### src/rrss_pkg.sv
`default_nettype none
// ----------------------------------------------------------------------------
// rrss_pkg
// shared types and constants of the round robin scheduler with semaphores
// ----------------------------------------------------------------------------
package rrss_pkg;

	localparam int CMD_W    = 3;
	localparam int MILLIS_W = 16;
	localparam int SEM_ID_W = 4;
	localparam int TASK_W   = 4;
	localparam int RATE_W   = 10;
	localparam int SLEEP_W  = 17;
	localparam int PROD_W   = MILLIS_W + RATE_W;
	localparam int MS_PER_SEC = 1000;
	localparam logic [RATE_W-1:0] RATE_RESET = RATE_W'(100);

	typedef enum logic [CMD_W-1:0] {
		CMD_SCHED = 3'd0,
		CMD_SLEEP = 3'd1,
		CMD_SEM_P = 3'd2,
		CMD_SEM_V = 3'd3,
		CMD_SEM_INIT = 3'd4
	} cmd_t;

	typedef enum logic [2:0] {
		ST_IDLE,
		ST_DIV,
		ST_TICK,
		ST_SEARCH,
		ST_SHIFT,
		ST_DONE
	} state_t;

	// control and status of the sleep divider, seen by the sequencer
	typedef struct packed {
		logic start;
		logic busy;
		logic done;
	} div_ctl_t;

endpackage

`default_nettype wire

### src/rrss_div.sv
`default_nettype none
// ----------------------------------------------------------------------------
// rrss_div
// reciprocal multiplier computing millis*rate/1000+1 for the sleep command
// ----------------------------------------------------------------------------
module rrss_div (
	input  wire logic                      clk,
	input  wire logic                      arst_n,
	input  wire logic                      start,
	input  wire logic [rrss_pkg::MILLIS_W-1:0] millis,
	input  wire logic [rrss_pkg::RATE_W-1:0]   rate,
	output rrss_pkg::div_ctl_t             ctl,
	output logic [rrss_pkg::SLEEP_W-1:0]   sleep_val
);
	import rrss_pkg::*;

	// ceil(2^k/1000) with k = product width + 10 is exact for every product
	localparam int RECIP_SH = PROD_W + $clog2(MS_PER_SEC);
	localparam int RECIP_W  = 27;
	localparam logic [63:0] RECIP_FULL =
		((64'd1 << RECIP_SH) + 64'(MS_PER_SEC) - 64'd1) / 64'(MS_PER_SEC);
	localparam logic [RECIP_W-1:0] RECIP = RECIP_W'(RECIP_FULL);
	localparam int FULL_W = PROD_W + RECIP_W;

	logic [PROD_W-1:0]  prod_s1;
	logic [SLEEP_W-1:0] quo_s2;
	logic [FULL_W-1:0]  scaled;
	logic               busy_q;
	logic               done_q;

	assign scaled = FULL_W'(prod_s1) * FULL_W'(RECIP);

	always_ff @(posedge clk or negedge arst_n) begin
		if (!arst_n) begin
			busy_q <= 1'b0;
			done_q <= 1'b0;
		end else begin
			busy_q <= start;
			done_q <= busy_q;
		end
	end

	// product first, scaled quotient registered in the next cycle
	always_ff @(posedge clk) begin
		if (start) begin
			prod_s1 <= PROD_W'(millis) * PROD_W'(rate);
		end
		if (busy_q) begin
			quo_s2 <= scaled[RECIP_SH +: SLEEP_W];
		end
	end

	assign ctl.start = start;
	assign ctl.busy  = busy_q;
	assign ctl.done  = done_q;
	assign sleep_val = quo_s2 + SLEEP_W'(1);

endmodule

`default_nettype wire

### config.mk
export PLATFORM = sky130hd
export DESIGN_NAME = rrss_div
export DESIGN_NICKNAME = d
export VERILOG_FILES = /design/src/rrss_pkg.sv /design/src/rrss_div.sv
export SDC_FILE = /design/constraint.sdc
export NUM_CORES = 1
export LEC_CHECK = 0
export BUFFER_PORTS_ARGS = -buffer_cell sky130_fd_sc_hd__buf_2
export CAP_MARGIN = 20
export CORE_MARGIN = 5
export CORE_UTILIZATION = 30
export DETAILED_ROUTE_END_ITERATION = 7
export SLEW_MARGIN = 30
export SYNTH_ARGS = -nofsm -noshare
export SYNTH_HDL_FRONTEND = slang
export SYNTH_SLANG_ARGS = --single-unit
### constraint.sdc
create_clock -name clk -period 8.1 [get_ports clk]
set_input_delay 2.025 -clock clk [delete_from_list [all_inputs] [get_ports clk]]
set_output_delay 2.025 -clock clk [all_outputs]
set_load 0.02 [all_outputs]
==> impl_metrics.sql, run 1 <==
INSERT INTO impl_metrics (metric_group, metric, value, unit) VALUES
('die', 'placement_rows', '87', ''),
('final_layout', 'finish.net_count', '2452', ''),
('final_layout', 'multi_input_gate_area', '13730', 'sq um'),
('placement', 'gp_congestion', '0.8956', ''),
('sta', 'fmaxAchievable', '0.1424', 'GHz'),
('global_route', 'grt_antenna_before_repair', '0', ''),
('clock_tree', 'tritoncts_buffers', '5', ''),
('synth', 'yosysWarningCount', '0', ''),
('final_layout', 'final-instance-count-excl-fill', '2528', ''),
('clock_tree', 'ctsLongestPathBuffers', '2', ''),
('global_route', 'gr-usage-all-layers', '13.30', '%'),
('synth', 'synth_commonest_cells', '479 x sky130_fd_sc_hd__inv_1, 330 x sky130_fd_sc_hd__ha_1, 322 x sky130_fd_sc_hd__fa_1', ''),
('placement', 'buffer_ports.inserted', '48', ''),
('worst_setup_path', 'cp_data_arrival_time', '7070', 'ps'),
('clock_tree', 'clockRootBuffer', 'sky130_fd_sc_hd__clkbuf_16', ''),
('sta', 'setup_viol', '0', ''),
('synth', 'syn_avg_cell_area', '9.746', 'sq um'),
('die', 'pin_count', '49', ''),
('synth', 'yosysTopAreaCellShare', '37.93', '%'),
('global_route', 'grt_max_degree', '29', ''),
('final_layout', 'antenna_cells_inserted', '0', ''),
('worst_setup_path', 'timing.critical_path.to_type', 'flop', ''),
('clock_tree', 'postCtsSetupRepairBufs', '0', ''),
('synth', 'syn_nets', '2425', ''),
('sta', 'grt_setup_unrepaired', 'no', ''),
('sta', 'setup_total_negative_slack', '0', 'ps'),
('synth', 'yosysUniqueCellTypes', '59', ''),
('synth', 'yosys-top-cells-area', 'sky130_fd_sc_hd__fa_1 38%, sky130_fd_sc_hd__ha_1 24%, sky130_fd_sc_hd__inv_1 11%', ''),
('sta', 'layout_worst_path_cycle_share', '86.69', '%'),
('die', 'die-area', '61510', 'sq um'),
('clock_tree', 'cts_hold_buffers', '0', ''),
('die', 'die_height', '248.0', 'um'),
('die', 'die_x_extent', '248.0', 'um'),
('worst_setup_path', 'worst_r2r_startpoint', 'prod_s1[12]', ''),
('detailed_routing', 'post-route-drc-count', '0', ''),
('detailed_routing', 'drtPass1Iterations', '5', ''),
('clock_tree', 'cts-resized-gates', '0', ''),
('worst_hold_path', 'hold_path_origin', 'busy_q', ''),
('synth', 'seq_area_frac_synth', '7.892', '%'),
('placement', 'dpl.cell_count', '2520', ''),
('clock_tree', 'cts.htree.levels', '2', ''),
('worst_setup_path', 'criticalPathCategory', 'flop to flop', ''),
('placement', 'place_ws', '746.9', 'ps'),
('sta', 'final_critical_period', '7022', 'ps'),
('worst_hold_path', 'holdCritPathClass', 'flop to flop', ''),
('worst_setup_path', 'worst_setup_path_start_kind', 'flop', ''),
('global_route', 'vias_in_the_first_global_route', '12570', ''),
('placement', 'dp_hpwl', '34.34', 'mm'),
('detailed_routing', 'detailroute.via_count', '11310', ''),
('final_layout', 'final-seq-area', '1341', 'sq um'),
('detailed_routing', 'route.antenna.remaining_nets', '0', ''),
('status', 'status', 'finished clean', ''),
('detailed_routing', 'viasPerCell', '4.474', ''),
('worst_setup_path', 'worst_ep_required_time', '8150', 'ps'),
('detailed_routing', 'detailedRoute.firstIterationViolations', '453', ''),
('synth', 'dominantRegCellSynth', 'sky130_fd_sc_hd__edfxtp_1', ''),
('clock_tree', 'clkLatencyLatePin', '310', 'ps'),
('sta', 'slew_headroom', '48.77', '%'),
('die', 'core_area', '56280', 'sq um'),
('synth', 'synth_area_leader_cell', 'sky130_fd_sc_hd__fa_1', ''),
('worst_setup_path', 'critical_path.startpoint', 'prod_s1[12]', ''),
('die', 'initial_core_util', '30.20', '%'),
('clock_tree', 'clock_sinks', '45', ''),
('worst_setup_path', 'timing.critical_path.fanout_max', '7', ''),
('synth', 'synth-edff-count', '43', ''),
('clock_tree', 'path_clk_slew', '80', 'ps'),
('final_layout', 'filler_cell_count', '5799', ''),
('sta', 'number_of_hold_slack_violations_in_the_final_timing_report', '0', ''),
('global_route', 'grt_pass1_wl', '65.69', 'mm'),
('detailed_routing', 'wl', '39.10', 'mm'),
('synth', 'netlist_area_pre_place', '17000', 'sq um');
==> stage by stage <==
step           util, %  area (sq um)  hold slack, ps
3_5_place_dp     32.12         18080           639.8
6_report         32.38         18220           637.6
3_3_place_gp     32.12         18080           635.2
2_1_floorplan        -         17000           704.8
4_1_cts          32.38         18220           651.1
5_1_grt          32.38         18220           668.0
==> critical path, cell delays in order, from the launching register on <==
cell and delay, ps:
sky130_fd_sc_hd__edfxtp_1 740, sky130_fd_sc_hd__inv_1 230, sky130_fd_sc_hd__fa_1 500, sky130_fd_sc_hd__fa_1 570
sky130_fd_sc_hd__fa_1 440, sky130_fd_sc_hd__fa_1 510, sky130_fd_sc_hd__fa_1 550, sky130_fd_sc_hd__inv_1 60
sky130_fd_sc_hd__fa_1 470, sky130_fd_sc_hd__inv_1 50, sky130_fd_sc_hd__fa_1 470, sky130_fd_sc_hd__inv_1 40
sky130_fd_sc_hd__ha_1 350, sky130_fd_sc_hd__a21o_1 220, sky130_fd_sc_hd__nor3b_1 290, sky130_fd_sc_hd__nand3_1 200
sky130_fd_sc_hd__a31oi_1 340, sky130_fd_sc_hd__a31oi_2 230, sky130_fd_sc_hd__a41oi_2 300, sky130_fd_sc_hd__o21bai_2 80
sky130_fd_sc_hd__xor2_1 140
==> cells in the final DEF, fill, tap and decap left out, drive strengths merged, types with 7 or more instances in the layout <==
master and n:
and2 77, nand4 7, nand2b 7, xor2 21, buf 51, inv 479, fa 322, o21ai 35
ha 330, a21o 29, a21oi 60, edfxtp 43, nand2 128, a31oi 10, nor2b 7, and3 13
nor2 24, o21bai 7, nand3 26, xnor2 32
==> final cells by class <==
| class | instances | area share (%) |
|---|---|---|
| Inverter | 479 | 9.867 |
| Multi-Input combinational cell | 1189 | 75.35 |
| Sequential cell | 45 | 7.361 |
| Clock inverter | 2 | 0.08240 |
| Clock buffer | 6 | 0.7073 |
| Timing Repair Buffer | 51 | 1.442 |
| Tap cell | 756 | 5.191 |
==> sequential cells by signal, indices dropped and copies added, names as in the netlist <==
name,count
busy_q,1
done_q,1
prod_s1,26
quo_s2,17
==> path summary, 6_finish.rpt <==
kind                               to  slack [ps]  cells past startpoint
max                        quo_s2[11]        1080                     20
min                            done_q         640                      1
max reg2reg                quo_s2[11]        1080                     20
min reg2reg                    done_q         640                      1
max in group asynchronous      busy_q        6530                      1
min in group asynchronous      done_q        1470                      1
==> cell families after synthesis <==
group,Yosys count,synth area share [%]
flops,45,7.892
fa+ha+maj,652,62.22
xor+xnor,53,2.731
buf+inv,510,11.33
simple gates,306,8.959
compound gates,177,6.802
mux,1,0.06625
==> per-layer routing <==
layer  track usage (%)  wire length, um
met1             18.37            18250
met2             22.60            18690
met3             1.599             1451
met4             2.807              712
met5                 0                0
Power of run 1 is left out: the tool's default activity adds up to more than one toggle a clock period on the data nets, which glitch-free logic cannot reach.
==> run 2: changes to the inputs <==
--- a/config.mk
+++ b/config.mk
@@ -9,6 +9,7 @@
 export CAP_MARGIN = 20
 export CORE_MARGIN = 5
 export CORE_UTILIZATION = 30
+export CTS_BUF_LIST = sky130_fd_sc_hd__clkbuf_4
 export DETAILED_ROUTE_END_ITERATION = 7
 export SLEW_MARGIN = 30
 export SYNTH_ARGS = -nofsm -noshare
==> impl_metrics.sql, run 2 (same netlist as run 1, synthesis figures left out) <==
INSERT INTO impl_metrics (metric_group, metric, value, unit) VALUES
('worst_setup_path', 'timing.critical_path.fanout_max', '7', ''),
('worst_setup_path', 'worst-path-buf-inv', '4', ''),
('sta', 'finalWorstSetupSlack', '1107', 'ps'),
('worst_setup_path', 'worstSetupPathDepth', '20', ''),
('worst_setup_path', 'critical_path.top_delay_family', 'adder cells', ''),
('clock_tree', 'tritoncts_clock_tree', 'built', ''),
('sta', 'worst_clock_skew', '46.26', 'ps'),
('sta', 'final_max_slew_viol_count', '0', ''),
('worst_setup_path', 'cp_data_arrival_time', '7180', 'ps'),
('sta', 'number_of_hold_slack_violations_in_the_final_timing_report', '0', ''),
('final_layout', 'area_growth_syn_to_layout', '6.729', '%'),
('global_route', 'grt_pass1_wl', '65.63', 'mm'),
('worst_setup_path', 'timing.critical_path.cells', 'inv_1 -> fa_1 -> fa_1 -> fa_1 -> fa_1 -> fa_1 -> inv_1 -> fa_1 -> inv_1 -> fa_1 -> inv_1 -> ha_1 -> a21o_1 -> nor3b_1 -> nand3_1 -> a31oi_1 -> a31oi_2 -> a41oi_2 -> o21bai_2 -> xor2_1', ''),
('final_layout', 'largest_register_ffs', '26', ''),
('worst_hold_path', 'hold_path_origin', 'busy_q', ''),
('die', 'core_area', '56280', 'sq um'),
('global_route', 'grt_antenna_before_repair', '1', ''),
('worst_setup_path', 'r2r_setup_slack', '1110', 'ps'),
('worst_hold_path', 'holdCritPathClass', 'flop to flop', ''),
('worst_setup_path', 'worst_setup_path_start_kind', 'flop', ''),
('placement', 'gp_congestion', '0.8956', ''),
('sta', 'grt_setup_unrepaired', 'no', ''),
('global_route', 'global_route.overflow_total', '0', ''),
('global_route', 'gr-usage-all-layers', '13.28', '%'),
('worst_setup_path', 'r2r.worst_path.cells', '20', ''),
('worst_setup_path', 'worst_r2r_startpoint', 'prod_s1[12]', ''),
('die', 'die_height', '248.0', 'um'),
('detailed_routing', 'wl', '39.15', 'mm'),
('final_layout', 'layout-drive-gt1-share', '4.402', '%'),
('sta', 'fmaxAchievable', '0.1430', 'GHz'),
('final_layout', 'finish.net_count', '2452', ''),
('sta', 'final_critical_period', '6993', 'ps'),
('detailed_routing', 'post-route-drc-count', '0', ''),
('clock_tree', 'clkLatencyLatePin', '440', 'ps'),
('worst_setup_path', 'endpoint_of_the_most_critical_setup_path', 'quo_s2[11]', ''),
('sta', 'layout_worst_path_cycle_share', '86.33', '%'),
('clock_tree', 'clock_sinks', '45', ''),
('clock_tree', 'tritoncts_buffers', '5', ''),
('worst_setup_path', 'critical_path.startpoint', 'prod_s1[12]', ''),
('placement', 'buffer_ports.inserted', '48', ''),
('placement', 'placed_area', '18080', 'sq um'),
('die', 'die_x_extent', '248.0', 'um'),
('global_route', 'grt_max_degree', '29', ''),
('detailed_routing', 'detailroute.via_count', '11330', ''),
('worst_setup_path', 'timing.critical_path.to_type', 'flop', ''),
('worst_setup_path', 'criticalPathCategory', 'flop to flop', ''),
('final_layout', 'register_bank_with_the_most_flops', 'prod_s1', ''),
('final_layout', 'mostFrequentLayoutCells', '479 x sky130_fd_sc_hd__inv_1, 330 x sky130_fd_sc_hd__ha_1, 322 x sky130_fd_sc_hd__fa_1', ''),
('final_layout', 'final_area', '18140', 'sq um'),
('die', 'pin_count', '49', ''),
('final_layout', 'final_common_cell', 'sky130_fd_sc_hd__inv_1', ''),
('sta', 'setup_viol', '0', ''),
('worst_setup_path', 'worst_path_largest_cell_delay', '750', 'ps'),
('detailed_routing', 'detailedRoute.firstIterationViolations', '482', ''),
('run', 'cap_viol_max_count', '0', ''),
('die', 'die-area', '61510', 'sq um'),
('die', 'placement_rows', '87', ''),
('clock_tree', 'cts_hold_buffers', '0', ''),
('detailed_routing', 'viasPerCell', '4.478', ''),
('sta', 'timing_worst_slew_pin_value', '760.4', 'ps'),
('detailed_routing', 'route.antenna.remaining_nets', '0', ''),
('worst_setup_path', 'crit-reg2reg-capture', 'quo_s2[11]', ''),
('clock_tree', 'cts-resized-gates', '0', ''),
('detailed_routing', 'wire_length_per_cell_after_detailed_routing', '15.48', 'um'),
('sta', 'slew_headroom', '48.50', '%'),
('clock_tree', 'cts.htree.levels', '2', ''),
('global_route', 'vias_in_the_first_global_route', '12540', ''),
('worst_setup_path', 'worst_ep_required_time', '8280', 'ps'),
('clock_tree', 'ctsLongestPathBuffers', '2', ''),
('status', 'status', 'finished clean', ''),
('clock_tree', 'path_clk_slew', '190', 'ps'),
('clock_tree', 'postCtsSetupRepairBufs', '0', ''),
('placement', 'place_ws', '746.9', 'ps'),
('final_layout', 'top_regs', 'prod_s1 x26, quo_s2 x17', ''),
('clock_tree', 'clockRootBuffer', 'sky130_fd_sc_hd__clkbuf_4', ''),
('sta', 'setup_total_negative_slack', '0', 'ps'),
('detailed_routing', 'drtPass1Iterations', '5', ''),
('worst_setup_path', 'crit_top_cell', 'sky130_fd_sc_hd__fa_1', ''),
('die', 'initial_core_util', '30.20', '%'),
('placement', 'dp_hpwl', '34.34', 'mm'),
('worst_setup_path', 'crit_path_top_delay_cell', 'sky130_fd_sc_hd__edfxtp_1', '');
-- run 2: cell types whose count changed in the layout (fill, tap and decap cells not counted) --
cell | before | now
sky130_fd_sc_hd__clkbuf_1 | 1 | 0
sky130_fd_sc_hd__clkbuf_16 | 5 | 0
sky130_fd_sc_hd__diode_2 | 0 | 1
sky130_fd_sc_hd__clkbuf_4 | 0 | 6
-- run 2: through the flow --
stage	util, %	hold WS (ps)	cells
floorplan	-	704.8	1744
global placement	32.12	635.2	2520
detailed placement	32.12	639.8	2520
CTS	32.23	662.3	2528
global route	32.23	680.4	2529
finish	32.23	648.8	2529
-- run 2: final cells by class --
cell class                 count  area [sq um]
fill                        5815         38140
multi-input combinational   1189         13730
inverter                     479          1798
sequential                    45          1341
tap                          756         945.9
timing repair buffer          51         262.8
clock buffer                   6         45.04
clock inverter                 2         15.01
antenna                        1         2.502
-- run 2: routing by layer --
| metal | track usage, % | routed length, um |
|---|---|---|
| met1 | 18.45 | 18300 |
| met2 | 22.45 | 18610 |
| met3 | 1.491 | 1458 |
| met4 | 2.954 | 790 |
| met5 | 0 | 0 |
-- run 2: how the worst min path moves through the flow --
stage	end	slack [ps]	cells past startpoint
final	done_q	650	1
after global routing	done_q	680	1
after CTS	done_q	660	1
after detailed placement	done_q	640	1
after global placement	done_q	640	1
after floorplan	done_q	700	0
Power of run 2 is left out for the same reason.
==> run 3: changes to the inputs <==
--- a/config.mk
+++ b/config.mk
@@ -11,7 +11,7 @@
 export CORE_UTILIZATION = 30
 export CTS_BUF_LIST = sky130_fd_sc_hd__clkbuf_4
 export DETAILED_ROUTE_END_ITERATION = 7
-export SLEW_MARGIN = 30
+export SLEW_MARGIN = 20
 export SYNTH_ARGS = -nofsm -noshare
 export SYNTH_HDL_FRONTEND = slang
 export SYNTH_SLANG_ARGS = --single-unit
==> constraint.sdc (replaced) <==
create_clock -name clk -period 8.1 [get_ports clk]
set_input_delay 0.405 -clock clk [delete_from_list [all_inputs] [get_ports clk]]
set_output_delay 0.405 -clock clk [all_outputs]
set_load 0.02 [all_outputs]
==> impl_metrics.sql, run 3 (same netlist as run 1, synthesis figures left out) <==
INSERT INTO impl_metrics (metric_group, metric, value, unit) VALUES
('clock_tree', 'tritoncts_clock_tree', 'built', ''),
('final_layout', 'final_core_util', '32.28', '%'),
('placement', 'place_ws', '1355', 'ps'),
('sta', 'final_max_slew_viol_count', '0', ''),
('detailed_routing', 'wire_length_per_cell_after_detailed_routing', '16.22', 'um'),
('die', 'core_area', '56280', 'sq um'),
('worst_setup_path', 'worst_setup_path_start_kind', 'flop', ''),
('final_layout', 'final-instance-count-excl-fill', '2529', ''),
('detailed_routing', 'viasPerCell', '4.601', ''),
('sta', 'number_of_hold_slack_violations_in_the_final_timing_report', '0', ''),
('detailed_routing', 'detailroute.via_count', '11640', ''),
('global_route', 'gr-usage-all-layers', '13.74', '%'),
('sta', 'worst_clock_skew', '36.89', 'ps'),
('worst_setup_path', 'crit_path_top_delay_cell', 'sky130_fd_sc_hd__edfxtp_1', ''),
('global_route', 'vias_in_the_first_global_route', '13010', ''),
('sta', 'timing_worst_slew_pin_value', '604.3', 'ps'),
('clock_tree', 'tritoncts_buffers', '5', ''),
('worst_setup_path', 'timing.critical_path.to_type', 'flop', ''),
('global_route', 'global_route.overflow_total', '0', ''),
('sta', 'fmaxAchievable', '0.1479', 'GHz'),
('worst_setup_path', 'criticalPathCategory', 'flop to flop', ''),
('final_layout', 'finish.net_count', '2452', ''),
('final_layout', 'register_bank_with_the_most_flops', 'prod_s1', ''),
('clock_tree', 'postCtsSetupRepairBufs', '0', ''),
('detailed_routing', 'wl', '41.02', 'mm'),
('clock_tree', 'clock_sinks', '45', ''),
('placement', 'gp_congestion', '0.9181', ''),
('worst_hold_path', 'holdCritPathClass', 'primary input to async pin', ''),
('final_layout', 'mostFrequentLayoutCells', '479 x sky130_fd_sc_hd__inv_1, 330 x sky130_fd_sc_hd__ha_1, 322 x sky130_fd_sc_hd__fa_1', ''),
('die', 'die-area', '61510', 'sq um'),
('final_layout', 'largest_register_ffs', '26', ''),
('final_layout', 'top_regs', 'prod_s1 x26, quo_s2 x17', ''),
('placement', 'buffer_ports.inserted', '48', ''),
('detailed_routing', 'drtPass1Iterations', '4', ''),
('global_route', 'grt_max_degree', '29', ''),
('die', 'die_x_extent', '248.0', 'um'),
('sta', 'finalWorstSetupSlack', '1338', 'ps'),
('worst_setup_path', 'worst_path_largest_cell_delay', '700', 'ps'),
('worst_setup_path', 'cp_data_arrival_time', '6940', 'ps'),
('detailed_routing', 'route.antenna.remaining_nets', '0', ''),
('clock_tree', 'path_clk_slew', '180', 'ps'),
('worst_setup_path', 'worst-path-buf-inv', '6', ''),
('placement', 'dpl.cell_count', '2519', ''),
('detailed_routing', 'post-route-drc-count', '0', ''),
('worst_setup_path', 'timing.critical_path.fanout_max', '9', ''),
('sta', 'slew_headroom', '59.71', '%'),
('placement', 'dp_hpwl', '35.86', 'mm'),
('clock_tree', 'clkLatencyLatePin', '430', 'ps'),
('die', 'initial_core_util', '30.20', '%'),
('final_layout', 'area_growth_syn_to_layout', '6.883', '%'),
('global_route', 'grt_antenna_before_repair', '1', ''),
('run', 'cap_viol_max_count', '0', ''),
('global_route', 'grt_pass1_wl', '67.91', 'mm'),
('worst_setup_path', 'critical_path.top_delay_family', 'adder cells', ''),
('clock_tree', 'cts-resized-gates', '0', ''),
('worst_setup_path', 'timing.critical_path.cells', 'inv_1 -> ha_1 -> fa_1 -> inv_1 -> fa_1 -> inv_1 -> fa_1 -> inv_1 -> fa_1 -> fa_1 -> inv_1 -> fa_1 -> inv_1 -> ha_1 -> a21oi_1 -> o211ai_1 -> a211oi_1 -> o221ai_1 -> o211ai_1 -> a21oi_1 -> a21oi_1 -> o21ai_1 -> xor2_1', ''),
('final_layout', 'layout-drive-gt1-share', '4.345', '%'),
('clock_tree', 'clockRootBuffer', 'sky130_fd_sc_hd__clkbuf_4', ''),
('sta', 'final_critical_period', '6762', 'ps'),
('die', 'placement_rows', '87', ''),
('clock_tree', 'cts.htree.levels', '2', ''),
('detailed_routing', 'detailedRoute.firstIterationViolations', '567', ''),
('sta', 'setup_total_negative_slack', '0', 'ps'),
('final_layout', 'final_common_cell', 'sky130_fd_sc_hd__inv_1', ''),
('die', 'pin_count', '49', ''),
('sta', 'grt_setup_unrepaired', 'no', ''),
('status', 'status', 'finished clean', ''),
('sta', 'layout_worst_path_cycle_share', '83.48', '%'),
('clock_tree', 'ctsLongestPathBuffers', '2', ''),
('worst_setup_path', 'worst_ep_required_time', '8280', 'ps'),
('die', 'die_height', '248.0', 'um'),
('sta', 'setup_viol', '0', '');
## run 3: area by class of cell
| cell class | instances | area [sq um] |
|---|---|---|
| fill | 5789 | 38110 |
| multi-input combinational | 1189 | 13730 |
| inverter | 479 | 1798 |
| sequential | 45 | 1341 |
| tap | 756 | 945.9 |
| timing repair buffer | 51 | 265.3 |
| clock buffer | 6 | 45.04 |
| clock inverter | 2 | 38.79 |
| antenna | 1 | 2.502 |
## run 3: worst register-to-register path, cell delays in order, from the launching register on
cell and delay, ps:
sky130_fd_sc_hd__edfxtp_1 700, sky130_fd_sc_hd__inv_1 200, sky130_fd_sc_hd__ha_1 420, sky130_fd_sc_hd__fa_1 520, sky130_fd_sc_hd__inv_1 60, sky130_fd_sc_hd__fa_1 490
sky130_fd_sc_hd__inv_1 50, sky130_fd_sc_hd__fa_1 560, sky130_fd_sc_hd__inv_1 60, sky130_fd_sc_hd__fa_1 460, sky130_fd_sc_hd__fa_1 490, sky130_fd_sc_hd__inv_1 50
sky130_fd_sc_hd__fa_1 480, sky130_fd_sc_hd__inv_1 40, sky130_fd_sc_hd__ha_1 300, sky130_fd_sc_hd__a21oi_1 230, sky130_fd_sc_hd__o211ai_1 140, sky130_fd_sc_hd__a211oi_1 240
sky130_fd_sc_hd__o221ai_1 190, sky130_fd_sc_hd__o211ai_1 180, sky130_fd_sc_hd__a21oi_1 150, sky130_fd_sc_hd__a21oi_1 270, sky130_fd_sc_hd__o21ai_1 110, sky130_fd_sc_hd__xor2_1 150
## run 3: worst paths after layout
kind,from,endpoint,slack (ps),cells past startpoint
max,prod_s1[15],quo_s2[12],1340,23
min,arst_n,done_q,240,2
max reg2reg,prod_s1[15],quo_s2[12],1340,23
min reg2reg,busy_q,done_q,630,0
max in group asynchronous,arst_n,busy_q,7770,2
min in group clk,start,busy_q,370,2
## run 3: per-stage QoR
stage | area, sq um | hold WS, ps
finish | 18170 | 241.0
CTS | 18160 | 209.9
global route | 18170 | 228.8
global placement | 18070 | 190.2
floorplan | 17000 | 109.4
detailed placement | 18070 | 190.1
## run 3: repair_timing
item,4_1_cts,5_1_grt
endpoints found under the hold margin,2,0
setup endpoints to repair,0,0
hold buffers,1,0
## run 3: per-layer routing
| layer | track usage [%] | vias up | routed length (um) |
|---|---|---|---|
| met1 | 19.02 | 5843 | 19130 |
| met4 | 3.231 | 0 | 818 |
| met2 | 23.14 | 269 | 19330 |
| li1 | - | 5465 | - |
| met5 | 0 | - | 0 |
| met3 | 1.609 | 59 | 1749 |
Power of run 3 is left out for the same reason.
